File: src/rtl/core/h2st_ram.sv
`timescale 1ns / 1ps
// ----------------------------------------------------------------------------
// Generic simple dual-port RAM
// One write port, one read port, read data registered.
// ----------------------------------------------------------------------------
module h2st_ram #(
    parameter int WIDTH = 8,
    parameter int DEPTH = 16,
    parameter int AW    = (DEPTH > 1) ? $clog2(DEPTH) : 1
) (
    input  logic             aclk,
    input  logic             we,
    input  logic [AW-1:0]    waddr,
    input  logic [WIDTH-1:0] wdata,
    input  logic [AW-1:0]    raddr,
    output logic [WIDTH-1:0] rdata
);

    logic [WIDTH-1:0] mem [DEPTH];
    logic [WIDTH-1:0] rdata_reg;

    always_ff @(posedge aclk) begin
        if (we) begin
            mem[waddr] <= wdata;
        end
        rdata_reg <= mem[raddr];
    end

    assign rdata = rdata_reg;

endmodule

File: config.mk
export PLATFORM = sky130hd
export DESIGN_NAME = h2st_ram
export DESIGN_NICKNAME = d
export VERILOG_FILES = /design/src/rtl/core/h2st_ram.sv
export SDC_FILE = /design/constraint.sdc
export NUM_CORES = 1
export LEC_CHECK = 0
export BUFFER_PORTS_ARGS = -buffer_cell sky130_fd_sc_hd__clkbuf_2
export CORE_ASPECT_RATIO = 1.75
export CORE_MARGIN = 1.5
export CORE_UTILIZATION = 45
export CTS_BUF_LIST = sky130_fd_sc_hd__clkbuf_16
export DETAILED_ROUTE_END_ITERATION = 10
export PLACE_DENSITY = 0.71
export SYNTH_ARGS = -nofsm -noshare
export SYNTH_HDL_FRONTEND = slang
export SYNTH_SLANG_ARGS = --single-unit
File: constraint.sdc
create_clock -name aclk -period 3.2 [get_ports aclk]
set_input_delay 0.64 -clock aclk [delete_from_list [all_inputs] [get_ports aclk]]
set_output_delay 0.64 -clock aclk [all_outputs]
set_load 0.05 [all_outputs]
==> reports/metrics.yaml, run 1 <==
status: "completed"
total_power_mw: 4.14
dp_slack_ns: 0.701
synth_mux_area_share_pct: 15.0
max_stage_delay_ns: 0.58
syn_to_final_growth_pct: 16.8
maxSlewHeadroom_pct: 24.6
hold_viol: 0
synth_nets: 247
vias: 2385
grt_first_pass_wirelength_microns: 15000
layout-drive-gt1-share_pct: 29.4
syn_area_sq_um: 5150
min_period_ns: 2.05
postCtsSetupBuffers: 0
die_x_microns: 83.9
ant_nets: 0
wirelength_microns: 9990
grt_use_total_pct: 18.0
hold_path.class: "in -> reg"
synthSimpleGateAreaFrac_pct: 3.18
skew_ns: 0.00529
clkLatencyLatePin_ns: 0.42
core_area_sq_um: 11200
crit_fanout: 19
required_ns: 3.49
vias_per_cell: 5.71
seq_area_sq_um: 4000
rows: 51
critPathCaptureType: "flip-flop"
final_common_cell: "edfxtp_1"
cp.arrival_ns: 2.35
cts.sinks: 136
fin_nets: 291
firstDrtPassIters: 4
wire_per_inst_microns: 23.9
setup_violations: 0
cts_tree: "done"
synth_cells: 229
synthAdderAreaFrac_pct: 0
die_area_sq_um: 12100
timing.final.ws_setup_ns: 1.15
start_util_pct: 46.1
drtIter0Drc: 241
cts-buffers-inserted: 17
cp_cell_sequence: "clkbuf_2 -> buf_4 -> mux4_1 -> a22oi_1 -> nand2_1"
start_kind: "input pin"
max-clock-path-buffers: 2
diodes: 0
maxSlewViolCount: 0
ys_types: 19
cts.reportedPaths.clkPinSlew_ns: 0.06
overflow: 0
drc: 0
synth-seq-area-share_pct: 77.8
io_pins: 26
ctsHoldBuffers: 0
portBuffers: 25
yosys_warnings: 0
synth_compound_area_share_pct: 2.33
max_cap_violations: 0
grt_setup_unrepaired: "false"
antenna_found_initial: 0
worst_pin_slew_ns: 1.13
worst_path_max_delay_cell: "mux4_1"
cp_top_family: "buffers and inverters"
dpl.hpwl_microns: 6500
htreeDepth: 4
path_class: "in -> reg"
peakVddDrop_mv: 0.385
leakagePower_nw: 2.04
crit_buf_inv: 2
synth_top_family_by_area: "multiplexers"
largest_reg_flops: 128
synth_seq_cells: 136
grt_start_max_net_pins: 22
tns_ns: 0
finalCritPeriodShare_pct: 64.1
power_density_nw_per_um2: 688
cts-resized-gates: 0
place_congestion: 0.803
fillers: 802
max_freq_mhz: 488
multi_input_area_sq_um: 1060
die_h_microns: 144
synth_xor_area_share_pct: 0
final_cell_mix: "128 x edfxtp_1, 25 x clkbuf_2, 18 x mux4_2"
root_buffer: "clkbuf_16"
grt_pass1_vias: 2559
syn_avg_cell_area_sq_um: 22.5
## cells by family (layout without fill, tap and decap cells)
kind of cell    count (synthesis)  in the layout
compound gates                 16             16
simple gates                   35             35
buf+inv                        10             67
flops                         136            136
mux                            32             32
## cells in the mapped netlist
| cell | number | area (sq um) |
|---|---|---|
| mux4_1 | 14 | 368 |
| and2_1 | 1 | 6.26 |
| buf_2 | 3 | 15.0 |
| and2b_1 | 1 | 7.51 |
| nor2b_1 | 1 | 6.26 |
| nor2_1 | 13 | 48.8 |
| a22oi_1 | 16 | 120 |
| nand2b_1 | 2 | 12.5 |
| dfxtp_1 | 8 | 160 |
| nand3_1 | 1 | 5.00 |
| clkdlybuf4s25_2 | 3 | 30.0 |
| or3b_2 | 1 | 8.76 |
| edfxtp_1 | 128 | 3840 |
| nand2_1 | 9 | 33.8 |
| buf_4 | 1 | 7.51 |
| mux4_2 | 18 | 405 |
| nor3_1 | 4 | 20.0 |
| buf_6 | 3 | 33.8 |
| nand3b_1 | 2 | 15.0 |
## metrics by stage
step,utilization [%],instances,instance area [sq um],hold slack [ns]
after floorplan,-,229,5150,0.629
after global placement,48.6,386,5430,0.649
after detailed placement,48.6,386,5430,0.655
after CTS,53.8,418,6010,0.639
after global routing,53.8,418,6010,0.674
final,53.8,418,6010,0.655
## per-layer routing
layer  GRT usage (%)  routed length [microns]
met3            5.99                      668
met4            8.71                      183
met2            31.5                     5520
met1            19.6                     3620
met5               0                        0
## layout make-up
class / count / area share [%]
Sequential cell: 136 / 66.6
Multi-Input combinational cell: 83 / 17.6
Clock buffer: 17 / 7.08
Timing Repair Buffer: 35 / 3.33
Tap cell: 132 / 2.75
Clock inverter: 15 / 2.66
## report_power, final
| part | internal (mW) | switching [mW] |
|---|---|---|
| clock | 1.21 | 0.706 |
| combinational | 0.0741 | 0.142 |
| sequential | 1.99 | 0.0111 |
## final timing paths
kind              startpoint   endpoint  slack, ns  cells past startpoint
setup / recovery    raddr[0]   rdata[2]       1.15                      5
setup reg to reg   mem[3][4]   rdata[4]       1.72                      3
hold reg to reg   mem[14][1]   rdata[1]       0.66                      3
hold / removal      wdata[1]  mem[5][1]       0.66                      1
Note: power is estimated with default switching activity, not from simulation.
==> run 2, diff against run 1 <==
Clock period 3.2 ns to 2.1 ns, I/O delays scaled along.
==> run 2 against run 1 <==
Against the previous run:
- via count is 3.7% higher
- combinational power up 59%
- wire length grew 0.56%
- sequential power is 53% higher
- critical path type is now reg -> out
- worst hold slack worse by 0.22 ns
- largest cell class unchanged
- largest power group unchanged
==> reports/metrics.yaml, run 2 (synthesized netlist as in run 1, its figures left out) <==
status: "completed"
stdcell_count: 433
start_util_pct: 46.1
die_x_microns: 83.9
io_pins: 26
diodes: 0
postCtsSetupBuffers: 0
reg2reg_depth: 3
grt_start_max_net_pins: 33
ctsHoldBuffers: 0
rr_startpoint: "mem[2][0]"
finalCritPeriodShare_pct: 71.0
hold_path.class: "in -> reg"
wire_per_inst_microns: 23.2
cp.arrival_ns: 1.07
firstDrtPassIters: 4
core_area_sq_um: 11200
cp_top_family: "flip-flops"
cp_cell_sequence: "clkbuf_2"
drtIter0Drc: 217
vias_per_cell: 5.71
grt_setup_unrepaired: "false"
required_ns: 1.68
vias: 2474
antenna_found_initial: 0
tns_ns: 0
timing.final.ws_setup_ns: 0.610
die_area_sq_um: 12100
path_class: "reg -> out"
peakVddDrop_mv: 0.618
setup_violations: 0
syn_to_final_growth_pct: 19.7
htreeDepth: 4
path_depth: 1
critPathCaptureType: "primary output"
portBuffers: 25
fin_nets: 306
leakagePower_nw: 2.12
rows: 51
root_buffer: "clkbuf_16"
ant_nets: 0
place_congestion: 0.766
crit_buf_inv: 1
max_freq_mhz: 671
skew_ns: 0.00417
layout-drive-gt1-share_pct: 32.6
placed_cells: 401
grt_use_total_pct: 18.0
maxSlewViolCount: 0
cts.reportedPaths.clkPinSlew_ns: 0.06
fillers: 800
grt_first_pass_wirelength_microns: 15200
final_common_cell: "edfxtp_1"
max_cap_violations: 0
overflow: 0
crit_fanout: 1
worst_path_max_delay_cell: "dfxtp_1"
holdPathStages: 1
power_density_nw_per_um2: 1030
hold_viol: 0
cts-resized-gates: 0
cts_tree: "done"
max_stage_delay_ns: 0.36
clkLatencyLatePin_ns: 0.41
largest_reg_flops: 128
final_cell_mix: "128 x edfxtp_1, 25 x clkbuf_2, 22 x buf_4"
dpl.hpwl_microns: 6680
start_kind: "flip-flop"
drc: 0
cts.sinks: 136
maxSlewHeadroom_pct: 70.3
cts-buffers-inserted: 17
dp_slack_ns: 0.277
min-delay-start: "wdata[4]"
whs_ns: 0.439
min_period_ns: 1.49
die_h_microns: 144
wirelength_microns: 10000
worst_pin_slew_ns: 0.444
max-clock-path-buffers: 2
grt_pass1_vias: 2590
startpoint: "rdata[7]"
==> run 2: cell types whose count changed in the layout (fill, tap and decap cells not counted), sizes merged <==
| cell | previous run | this run |
|---|---|---|
| buf | 10 | 25 |
| clkinv | 10 | 8 |
| clkinvlp | 2 | 4 |
==> run 2: layout make-up <==
cell class                 instances  area [sq um]  area share (%)
sequential                       136          4000            65.0
multi-input combinational         83          1060            17.2
clock buffer                      17           425            6.90
timing repair buffer              50           350            5.69
tap                              132           165            2.68
clock inverter                    15           160            2.60
==> run 2: final timing paths <==
path / end / slack, ns
worst max register to register: rdata[0] / 0.77
worst min register to register: rdata[2] / 0.67
worst max-delay path: rdata[7] / 0.61
worst min-delay path: mem[4][4] / 0.44
==> run 2: through the flow <==
| step | instance area, sq um | total power [mW] | util, % |
|---|---|---|---|
| final | 6160 | 6.32 | 55.2 |
| after global routing | 6160 | 6.48 | 55.2 |
| after CTS | 6160 | 6.35 | 55.2 |
| after detailed placement | 5580 | 3.46 | 49.9 |
| after global placement | 5580 | 3.45 | 49.9 |
| after floorplan | 5150 | 3.32 | - |
==> run 2: layer usage <==
metal | routed length [microns] | part of all wire [%] | global-route usage, %
met1 | 3700 | 37 | 20.8
met2 | 5650 | 56 | 31.6
met3 | 524 | 5.2 | 4.39
met4 | 171 | 1.7 | 8.37
met5 | 0 | 0 | 0
==> run 2: where the power goes <==
part	switching, mW	total (mW)	internal [mW]	leakage [nW]
registers	0.0225	3.06	3.04	1.22
logic	0.215	0.343	0.128	0.621
clock network	1.07	2.92	1.84	0.277
