`src/rtl/core/h2st_pkg.sv`:
```
`timescale 1ns / 1ps
// ----------------------------------------------------------------------------
// HTTP/2 stream table package
// Shared types, codes and the stream state transition function.
// ----------------------------------------------------------------------------
package h2st_pkg;

    // Table size default
    localparam int MAX_STREAMS_DEF = 128;

    // Field widths
    localparam int ID_W     = 31;
    localparam int WIN_W    = 31;
    localparam int FTYPE_W  = 8;
    localparam int FLAGS_W  = 8;
    localparam int STATUS_W = 2;
    localparam int SLOT_W   = 7;
    localparam int STATE_W  = 3;
    localparam int ENTRY_W  = ID_W + STATE_W + WIN_W;

    localparam logic [WIN_W-1:0] INIT_WIN_RST = 31'd65535;

    // Frame type codes
    localparam logic [FTYPE_W-1:0] FT_HEADERS  = 8'd1;
    localparam logic [FTYPE_W-1:0] FT_PRIORITY = 8'd2;
    localparam logic [FTYPE_W-1:0] FT_RST      = 8'd3;
    localparam logic [FTYPE_W-1:0] FT_WINUPD   = 8'd8;

    // Result status codes
    localparam logic [STATUS_W-1:0] STATUS_OK        = 2'd0;
    localparam logic [STATUS_W-1:0] STATUS_BAD_STATE = 2'd1;
    localparam logic [STATUS_W-1:0] STATUS_FULL      = 2'd2;

    // Stream states
    typedef enum logic [STATE_W-1:0] {
        ST_IDLE   = 3'd0,
        ST_OPEN   = 3'd1,
        ST_HCL    = 3'd2,
        ST_HCR    = 3'd3,
        ST_CLOSED = 3'd4
    } stream_st_t;

    // Engine sequencer states
    typedef enum logic [1:0] {
        E_IDLE,
        E_SCAN,
        E_APPLY,
        E_DONE
    } eng_state_t;

    // One table entry as stored in memory
    typedef struct packed {
        logic [ID_W-1:0]  id;
        stream_st_t       st;
        logic [WIN_W-1:0] window;
    } entry_t;

    // One frame event
    typedef struct packed {
        logic [ID_W-1:0]    sid;
        logic [FTYPE_W-1:0] ftype;
        logic [FLAGS_W-1:0] flags;
        logic               snd;
    } frame_t;

    // One result
    typedef struct packed {
        logic [ID_W-1:0]     highest_id;
        logic [WIN_W-1:0]    window;
        logic                new_entry;
        logic [STATE_W-1:0]  st;
        logic [SLOT_W-1:0]   slot;
        logic [STATUS_W-1:0] status;
    } result_t;

    typedef struct packed {
        logic       ok;
        stream_st_t nxt;
    } trans_t;

    // Stream state transition for one frame
    function automatic trans_t h2st_apply(stream_st_t cur, logic [FTYPE_W-1:0] ft,
                                          logic end_f, logic snd);
        trans_t r;
        logic   rst_f;
        logic   benign;
        logic   peer;
        rst_f  = (ft == FT_RST);
        benign = (ft == FT_PRIORITY) || (ft == FT_WINUPD);
        peer   = 1'b0;
        r.nxt  = cur;
        r.ok   = 1'b0;
        case (cur)
            ST_IDLE: begin
                if (ft == FT_HEADERS) begin
                    r.nxt = end_f ? (snd ? ST_HCL : ST_HCR) : ST_OPEN;
                    r.ok  = 1'b1;
                end else begin
                    r.ok = (ft == FT_PRIORITY);
                end
            end
            ST_OPEN: begin
                r.ok = 1'b1;
                if (rst_f) begin
                    r.nxt = ST_CLOSED;
                end else if (end_f) begin
                    r.nxt = snd ? ST_HCL : ST_HCR;
                end
            end
            ST_HCL, ST_HCR: begin
                // frames from the side that has not yet closed its half
                peer = (cur == ST_HCL) ? !snd : snd;
                if (rst_f) begin
                    r.nxt = ST_CLOSED;
                    r.ok  = 1'b1;
                end else if (peer) begin
                    r.ok = 1'b1;
                    if (end_f) begin
                        r.nxt = ST_CLOSED;
                    end
                end else begin
                    r.ok = benign;
                end
            end
            ST_CLOSED: begin
                r.ok = benign;
            end
            default: begin
                r.ok = 1'b0;
            end
        endcase
        return r;
    endfunction

endpackage

```
`src/rtl/core/h2st_engine.sv`:
```
`timescale 1ns / 1ps
// ----------------------------------------------------------------------------
// HTTP/2 stream table engine
// Scans the table memory for the frame's stream id, creates a missing entry
// while there is room, applies the state transition and writes it back.
// ----------------------------------------------------------------------------
module h2st_engine #(
    parameter int MAX_STREAMS = h2st_pkg::MAX_STREAMS_DEF,
    parameter int IDX_W       = (MAX_STREAMS > 1) ? $clog2(MAX_STREAMS) : 1,
    parameter int CNT_W       = $clog2(MAX_STREAMS + 1)
) (
    input  logic                          aclk,
    input  logic                          aresetn,
    // frame input
    input  logic                          s_valid,
    output logic                          s_ready,
    input  h2st_pkg::frame_t              s_frame,
    input  logic [h2st_pkg::WIN_W-1:0]    init_window,
    // result handoff
    output logic                          res_valid,
    input  logic                          res_ready,
    output h2st_pkg::result_t             res,
    // table memory
    output logic                          mem_we,
    output logic [IDX_W-1:0]              mem_waddr,
    output logic [h2st_pkg::ENTRY_W-1:0]  mem_wdata,
    output logic [IDX_W-1:0]              mem_raddr,
    input  logic [h2st_pkg::ENTRY_W-1:0]  mem_rdata
);

    import h2st_pkg::*;

    localparam logic [CNT_W-1:0] MAX_CNT = CNT_W'(MAX_STREAMS);

    eng_state_t           state_reg, state_next;
    logic [ID_W-1:0]      sid_reg, sid_next;
    logic [FTYPE_W-1:0]   ftype_reg, ftype_next;
    logic                 end_reg, end_next;
    logic                 snd_reg, snd_next;
    logic [CNT_W-1:0]     issue_reg, issue_next;
    logic                 pend_reg, pend_next;
    logic [IDX_W-1:0]     cmp_idx_reg, cmp_idx_next;
    logic [IDX_W-1:0]     slot_reg, slot_next;
    logic                 found_reg, found_next;
    entry_t               entry_reg, entry_next;
    logic [CNT_W-1:0]     count_reg, count_next;
    logic [ID_W-1:0]      max_id_reg, max_id_next;
    result_t              res_reg, res_next;

    entry_t               rd_entry;
    entry_t               cur_entry;
    entry_t               new_entry;
    trans_t               tr;
    logic [IDX_W-1:0]     apply_slot;
    logic [31:0]          slot_ext;
    logic                 issue_en;

    assign rd_entry = entry_t'(mem_rdata);

    // Sequencer state and datapath registers
    always_ff @(posedge aclk) begin
        if (!aresetn) begin
            state_reg  <= E_IDLE;
            pend_reg   <= 1'b0;
            count_reg  <= '0;
            max_id_reg <= '0;
        end else begin
            state_reg  <= state_next;
            pend_reg   <= pend_next;
            count_reg  <= count_next;
            max_id_reg <= max_id_next;
        end
        sid_reg     <= sid_next;
        ftype_reg   <= ftype_next;
        end_reg     <= end_next;
        snd_reg     <= snd_next;
        issue_reg   <= issue_next;
        cmp_idx_reg <= cmp_idx_next;
        slot_reg    <= slot_next;
        found_reg   <= found_next;
        entry_reg   <= entry_next;
        res_reg     <= res_next;
    end

    // Entry under update: the one found, or a fresh idle entry
    always_comb begin
        cur_entry.id     = sid_reg;
        cur_entry.st     = ST_IDLE;
        cur_entry.window = init_window;
        if (found_reg) begin
            cur_entry = entry_reg;
        end
        apply_slot = found_reg ? slot_reg : count_reg[IDX_W-1:0];
        tr         = h2st_apply(cur_entry.st, ftype_reg, end_reg, snd_reg);
        new_entry        = cur_entry;
        new_entry.st     = tr.nxt;
        slot_ext         = 32'(apply_slot);
    end

    // Next state and outputs
    always_comb begin
        state_next   = state_reg;
        sid_next     = sid_reg;
        ftype_next   = ftype_reg;
        end_next     = end_reg;
        snd_next     = snd_reg;
        issue_next   = issue_reg;
        pend_next    = 1'b0;
        cmp_idx_next = cmp_idx_reg;
        slot_next    = slot_reg;
        found_next   = found_reg;
        entry_next   = entry_reg;
        count_next   = count_reg;
        max_id_next  = max_id_reg;
        res_next     = res_reg;
        s_ready      = 1'b0;
        res_valid    = 1'b0;
        mem_we       = 1'b0;
        mem_waddr    = apply_slot;
        mem_wdata    = new_entry;
        mem_raddr    = issue_reg[IDX_W-1:0];
        issue_en     = 1'b0;

        case (state_reg)
            E_IDLE: begin
                s_ready = 1'b1;
                if (s_valid) begin
                    sid_next   = s_frame.sid;
                    ftype_next = s_frame.ftype;
                    end_next   = s_frame.flags[0];
                    snd_next   = s_frame.snd;
                    issue_next = '0;
                    found_next = 1'b0;
                    state_next = (count_reg == '0) ? E_APPLY : E_SCAN;
                end
            end
            E_SCAN: begin
                // one read issued per cycle, compared on the next
                issue_en     = (issue_reg < count_reg);
                pend_next    = issue_en;
                cmp_idx_next = issue_reg[IDX_W-1:0];
                if (issue_en) begin
                    issue_next = issue_reg + CNT_W'(1);
                end
                if (pend_reg) begin
                    if (rd_entry.id == sid_reg) begin
                        found_next = 1'b1;
                        slot_next  = cmp_idx_reg;
                        entry_next = rd_entry;
                        pend_next  = 1'b0;
                        state_next = E_APPLY;
                    end else if (CNT_W'(cmp_idx_reg) + CNT_W'(1) == count_reg) begin
                        found_next = 1'b0;
                        pend_next  = 1'b0;
                        state_next = E_APPLY;
                    end
                end
            end
            E_APPLY: begin
                if (!found_reg && count_reg == MAX_CNT) begin
                    // table full: nothing stored
                    res_next.status     = STATUS_FULL;
                    res_next.slot       = '0;
                    res_next.st         = ST_IDLE;
                    res_next.new_entry  = 1'b0;
                    res_next.window     = '0;
                    res_next.highest_id = max_id_reg;
                end else begin
                    mem_we = 1'b1;
                    if (!found_reg) begin
                        count_next = count_reg + CNT_W'(1);
                        if (sid_reg > max_id_reg) begin
                            max_id_next = sid_reg;
                        end
                    end
                    res_next.status     = tr.ok ? STATUS_OK : STATUS_BAD_STATE;
                    res_next.slot       = slot_ext[SLOT_W-1:0];
                    res_next.st         = tr.nxt;
                    res_next.new_entry  = !found_reg;
                    res_next.window     = cur_entry.window;
                    res_next.highest_id = (!found_reg && sid_reg > max_id_reg) ?
                                          sid_reg : max_id_reg;
                end
                state_next = E_DONE;
            end
            E_DONE: begin
                res_valid = 1'b1;
                if (res_ready) begin
                    state_next = E_IDLE;
                end
            end
            default: begin
                state_next = E_IDLE;
            end
        endcase
    end

    assign res = res_reg;

    // Checks
    a_count_bound: assert property (@(posedge aclk) disable iff (!aresetn)
        count_reg <= MAX_CNT)
        else $error("entry count exceeds table size");

    a_write_when_room: assert property (@(posedge aclk) disable iff (!aresetn)
        mem_we |-> (state_reg == E_APPLY) && (found_reg || count_reg < MAX_CNT))
        else $error("table write outside update or into a full table");

    a_one_at_a_time: assert property (@(posedge aclk) disable iff (!aresetn)
        (s_valid && s_ready) |=> !s_ready)
        else $error("second frame taken while one is in flight");

    a_count_stable: assert property (@(posedge aclk) disable iff (!aresetn)
        (state_reg != E_APPLY) |=> ($stable(count_reg) && $stable(max_id_reg)))
        else $error("count or highest id changed outside update");

endmodule

```
`config.mk`:
```
export PLATFORM = sky130hd
export DESIGN_NAME = h2st_engine
export DESIGN_NICKNAME = d
export VERILOG_FILES = /design/src/rtl/core/h2st_pkg.sv /design/src/rtl/core/h2st_engine.sv
export SDC_FILE = /design/constraint.sdc
export NUM_CORES = 1
export LEC_CHECK = 0
export BUFFER_PORTS_ARGS = -buffer_cell sky130_fd_sc_hd__buf_2
export CAP_MARGIN = 20
export CORE_MARGIN = 4
export CORE_UTILIZATION = 40
export CTS_CLUSTER_SIZE = 25
export DETAILED_ROUTE_END_ITERATION = 8
export PLACE_DENSITY = 0.61
export SYNTH_ARGS = -nofsm -noshare
export SYNTH_HDL_FRONTEND = slang
export SYNTH_SLANG_ARGS = --single-unit
```
`constraint.sdc`:
```
create_clock -name aclk -period 4.8 [get_ports aclk]
set_input_delay 0.48 -clock aclk [delete_from_list [all_inputs] [get_ports aclk]]
set_output_delay 0.48 -clock aclk [all_outputs]
set_load 0.02 [all_outputs]
```
==> flow_summary.toml, run 1 <==
[global_route]
use_met3 = 0.04942
global_route.usage.met1 = 0.2408
grt_busiest_layer = "met2"
grt_max_degree = 121
grt_pass1_vias = 7693
overflow = 0
grt_pass1_wl_um = 44470
antenna_found_initial = 2
groute.usage.overall = 0.1809
gr-usage-met2 = 0.2970

[synthesis]
synth-xor-area-share = 0.03889
synth-compound-area-share = 0.06503
synth-main-ff-cell = "edfxtp_1"
synthTopCellsByCount = "204 x edfxtp_1, 92 x mux2_2, 87 x nand2_1"
async_flop_share = 0
synth.area.mux_share = 0.1190
ys_seq_elements = 246
yosysUniqueCellTypes = 57
yosys.area_share.adder = 0.05011
yosysTopAreaCellShare = 0.5333
syn_nets = 1060
yosys.area_share.simple = 0.08486
synth_edf_count = 204
synth_top_family_by_area = "multiplexers"
synth_largest_area_cell = "edfxtp_1"
syn-instance-count = 866
netlist_area_um2 = 11490
post-synth-top-count-cell = "edfxtp_1"
ys_seq_area_frac = 0.6065
syn_area_per_cell_um2 = 13.26
yosys_warnings = 0
synth_area_leaders = "edfxtp_1 53%, mux2_2 9.0%, dfxtp_1 7.3%"

[cts]
insertion_delay_ps = 550
cts-root-buf = "clkbuf_16"
path_clk_slew_ps = 60
numCtsBuffers = 28
clockBufferDepth = 3
cts_sinks = 246
htreeDepth = 1
cts_hold_buf = 0
cts_setup_buffers = 0
cts_tree = "built"
cts_resized = 0

[finish]
largest_reg_flops = 75
nFillCells = 2517
fin_nets = 1353
antenna_cells = 0
drive_gt1_frac = 0.3805
syn2layout_area_growth_pct = 24.12

[pwr]
power.net_switching_w = 0.002877
pwr-share-comb = 0.348
powerDensity_nw_per_um2 = 574.6
swShare = 0.3513
leakage_nw = 5.555
clock_power_share = 0.262
intPower_w = 0.005314
ir_worst_vdd_mv = 0.3336
seqPwrFrac = 0.389

[sta]
tightest_slew_ps = 965.8
fin_crit_ps = 3506
setup_slack_ps = 1294
setup_violations = 0
finalCritPeriodShare = 0.7305
rsz0062_at_grt = "no"
slew_viol_final = 0
slew_headroom = 0.3561
setup_tns_ps = 0
whs_ps = 104.2
clock.fmax_mhz = 285.2
hold_viol_final = 0
skew_ps = 28.23

[placed_design]
place_ws_ps = 1220
place_congestion = 0.7769
io_buffers = 297
dp_hpwl_um = 20950

[floorplan]
design.die.area_um2 = 31490
io_pins = 305
coreArea_um2 = 28090
die_h_um = 177.5
initial_core_util = 0.4089
row_count = 61
dieWidth_um = 177.5

[worst_setup_path]
critical_path_arrival_ps = 3710
path_class = "flop to flop"
crit_required_ps = 5010
crit_chain = "xor2_1 > nor4_1 > nand4_1 > nor4_1 > and3_4 > buf_12"
start_kind = "flop"
crit_top_cell = "nor4_1"
slowest_delay_ps = 670
cp-end-kind = "flop"
cpMaxStageDelayCell = "nor4_1"
crit_fanout = 44

[detailed_routing]
final_antenna_net_count = 0
drt-vias-per-instance = 4.986
route.detailed.drc = 0
dr.pass1.iters = 4
drt-initial-drc-count = 468
wirelength_um = 29480
wire_per_inst_um = 18.92
vias = 7768

[flow_run]
max_cap_violations = 0

[worst_hold_path]
hp-class = "input port to flop"

[run_status]
status = "complete, no violations"
-- final timing paths --
kind	startpoint	end	slack, ps	cells past startpoint
max	sid_reg[10]	slot_reg[5]	1290	6
min	s_frame[25]	sid_reg[8]	100	1
max reg2reg	sid_reg[10]	slot_reg[5]	1290	6
min reg2reg	max_id_reg[20]	max_id_reg[20]	470	2
-- cell families after synthesis --
family,count (synthesis)
adders and majority gates,46
xor gates and xnor gates,51
buffers and inverters,91
AOI/OAI and AO/OA,111
DFF,246
muxes,125
and+or+nand+nor,196
-- cell type report --
type                       count  area [um2]  area share
sequential                   246        6967      0.4887
clock buffer                  36       750.7     0.05266
tap                          378       473.0     0.03318
inverter                      50       187.7     0.01316
timing repair buffer         304        1564      0.1097
clock inverter                15       185.2     0.01299
multi-input combinational    529        4129      0.2896
-- worst max-delay path, delay by kind of cell (launching register included) --
family	cells	cell delay (ps)
xor+xnor	1	250
flops	1	460
buf+inv	1	320
simple gates	4	2080
-- metrics by stage --
step	std cells	total power (W)	util	instance area [um2]
final	1558	0.008191	0.5076	14260
after global routing	1558	0.008677	0.5076	14260
after CTS	1558	0.008315	0.5076	14260
after detailed placement	1507	0.006121	0.4743	13320
after global placement	1507	0.006087	0.4743	13320
after floorplan	866	0.005176	-	11490
-- per-layer routing --
metal  part of all wire  wire length [um]  vias to the layer above
met4              0.019               561                        2
met5            0.00037                11                        -
met1               0.43             12590                     3685
met2               0.46             13540                      290
met3              0.094              2780                       38
li1                   -                 -                     3753
-- power by group through the flow --
| stage | clock network (W) | logic (W) | registers [W] |
|---|---|---|---|
| floorplan | 0 | 0.00175 | 0.00343 |
| detailed placement | 0 | 0.00289 | 0.00323 |
| global placement | 0 | 0.00286 | 0.00322 |
| finish | 0.00215 | 0.00285 | 0.00319 |
| CTS | 0.00222 | 0.00291 | 0.00319 |
| global route | 0.00232 | 0.00312 | 0.00324 |
-- placed cells by master (no fill, tap or decap), drive strengths merged, types with 3 or more instances in the layout --
cell type,netlist,final
xnor2,27,27
nor2b,10,10
nor2,17,17
ha,46,46
xor2,24,24
mux2i,33,33
dfxtp,42,42
clkinv,0,10
and2,20,20
nor4,7,7
o21a,31,31
clkbuf,25,36
bufinv,0,4
nand3,15,15
a21oi,19,19
nand4,13,13
nand2,87,87
buf,16,304
nand2b,4,4
o21ai,29,29
edfxtp,204,204
a31oi,3,3
o211ai,3,3
o22ai,3,3
and3,6,6
mux2,92,92
a21o,6,6
inv,50,51
nor3,5,5
(Power assumes the default switching activity.)
==> run 2, diff against run 1 <==
- PLACE_DENSITY: 0.61 -> 0.64
- clock period: 4.8 -> 3 ns (I/O delays scaled with it)
==> run 2 against run 1 <==
  * Critical path depth grew 2
  * Clock skew down 20 ps
  * Utilization up 4.9 points
  * Fmax rose by 22%
==> flow_summary.toml, run 2 (synthesis gave the netlist of run 1 again) <==
[flow_run]
max_cap_violations = 0

[worst_setup_path]
critical_path_arrival_ps = 3140
cp-end-kind = "flop"
path_class = "flop to flop"
start_kind = "flop"
crit_required_ps = 3270
crit_fanout = 16

[cts]
cts_tree = "built"
cts_sinks = 246
path_clk_slew_ps = 60
numCtsBuffers = 27
insertion_delay_ps = 530
cts_setup_buffers = 0
clockBufferDepth = 3
cts-root-buf = "clkbuf_16"
htreeDepth = 1

[global_route]
gr-usage-met2 = 0.3291
grt_max_degree = 69
antenna_found_initial = 1
groute.usage.overall = 0.1918
global_route.usage.met1 = 0.2513
use_met3 = 0.04239
grt_pass1_wl_um = 47200
grt_busiest_layer = "met2"
grt_pass1_vias = 8355
overflow = 0

[placed_design]
dp_hpwl_um = 22420
placed_area_um2 = 13640
place_ws_ps = 66.44
io_buffers = 297
place_congestion = 0.8228

[sta]
slew_headroom = 0.4663
setup_violations = 0
setup_slack_ps = 132.8
skew_ps = 8.234
hold_viol_final = 0
slew_viol_final = 0
clock.fmax_mhz = 348.8
fin_crit_ps = 2867
tightest_slew_ps = 800.5
finalCritPeriodShare = 0.9557
setup_tns_ps = 0

[pwr]
leakage_nw = 6.165
ir_worst_vdd_mv = 0.4764
p_total_w = 0.01351
powerDensity_nw_per_um2 = 863.5

[detailed_routing]
route.detailed.drc = 0
wirelength_um = 31520
vias = 8274
drt-initial-drc-count = 544
drt-vias-per-instance = 4.879
final_antenna_net_count = 0
wire_per_inst_um = 18.58
dr.pass1.iters = 5

[finish]
final_cell_mix = "297 x buf_2, 204 x edfxtp_1, 106 x dlygate4sd3_1"
drive_gt1_frac = 0.3657
ff_latch_area_um2 = 6967
largest_reg_flops = 75
syn2layout_area_growth_pct = 36.17
multi_input_area_um2 = 4136
nFillCells = 2364
fin_nets = 1492
final_common_cell = "buf_2"
antenna_cells = 0
stdcell_area_um2 = 15640

[floorplan]
design.die.area_um2 = 31490
row_count = 61
coreArea_um2 = 28090
die_h_um = 177.5
io_pins = 305
initial_core_util = 0.4089
dieWidth_um = 177.5

[run_status]
status = "complete, no violations"

[worst_hold_path]
hp-class = "input port to flop"
## run 2: metal layers
layer,wire [um],vias to the layer above
met5,13,-
met4,610,2
met3,2372,44
met2,14910,296
met1,13610,3905
li1,-,4027
## run 2: critical path, cell delays in order (launching register included)
cell and delay, ps:
edfxtp_1 390, ha_1 340, nand4_1 200, nor4_2 340
o21ai_0 190, a311o_1 400, a21bo_2 300, buf_12 190
mux2_2 270
## run 2: per-stage QoR
step                std cells  hold WS [ps]    util
finish                   1696         200.1  0.5568
global route             1696         171.2  0.5568
CTS                      1696         167.0  0.5566
detailed placement       1541         462.0  0.4856
global placement         1541         454.1  0.4856
floorplan                 866         398.9       -
## run 2: final timing paths
check                               startpoint        endpoint  slack [ps]  depth (start not counted)
worst max-delay path               sid_reg[22]         res[58]         130                          8
worst min-delay path                 res_ready    state_reg[0]         200                          4
worst max register to register     sid_reg[22]         res[58]         130                          8
worst min register to register  max_id_reg[29]  max_id_reg[29]         470                          2
## run 2: timing repair
| item | in CTS | in global routing |
|---|---|---|
| endpoints found under the hold margin | 106 | 0 |
| setup endpoints to repair | 0 | 31 |
| resized for setup | 0 | 2 |
| hold buffers | 106 | 0 |
## run 2: cell type report
| type | count | share of cell area |
|---|---|---|
| inverters | 50 | 0.01200 |
| multi-input cells | 529 | 0.2645 |
| clock buffers | 31 | 0.04416 |
| well taps | 378 | 0.03024 |
| flip-flops and latches | 246 | 0.4454 |
| repair buffers | 444 | 0.1882 |
| clock inverters | 18 | 0.01552 |
## run 2: power by group
| group | switching (W) | internal, W |
|---|---|---|
| clock | 0.00134 | 0.00216 |
| sequential | 0.000445 | 0.00462 |
| combinational | 0.00291 | 0.00203 |
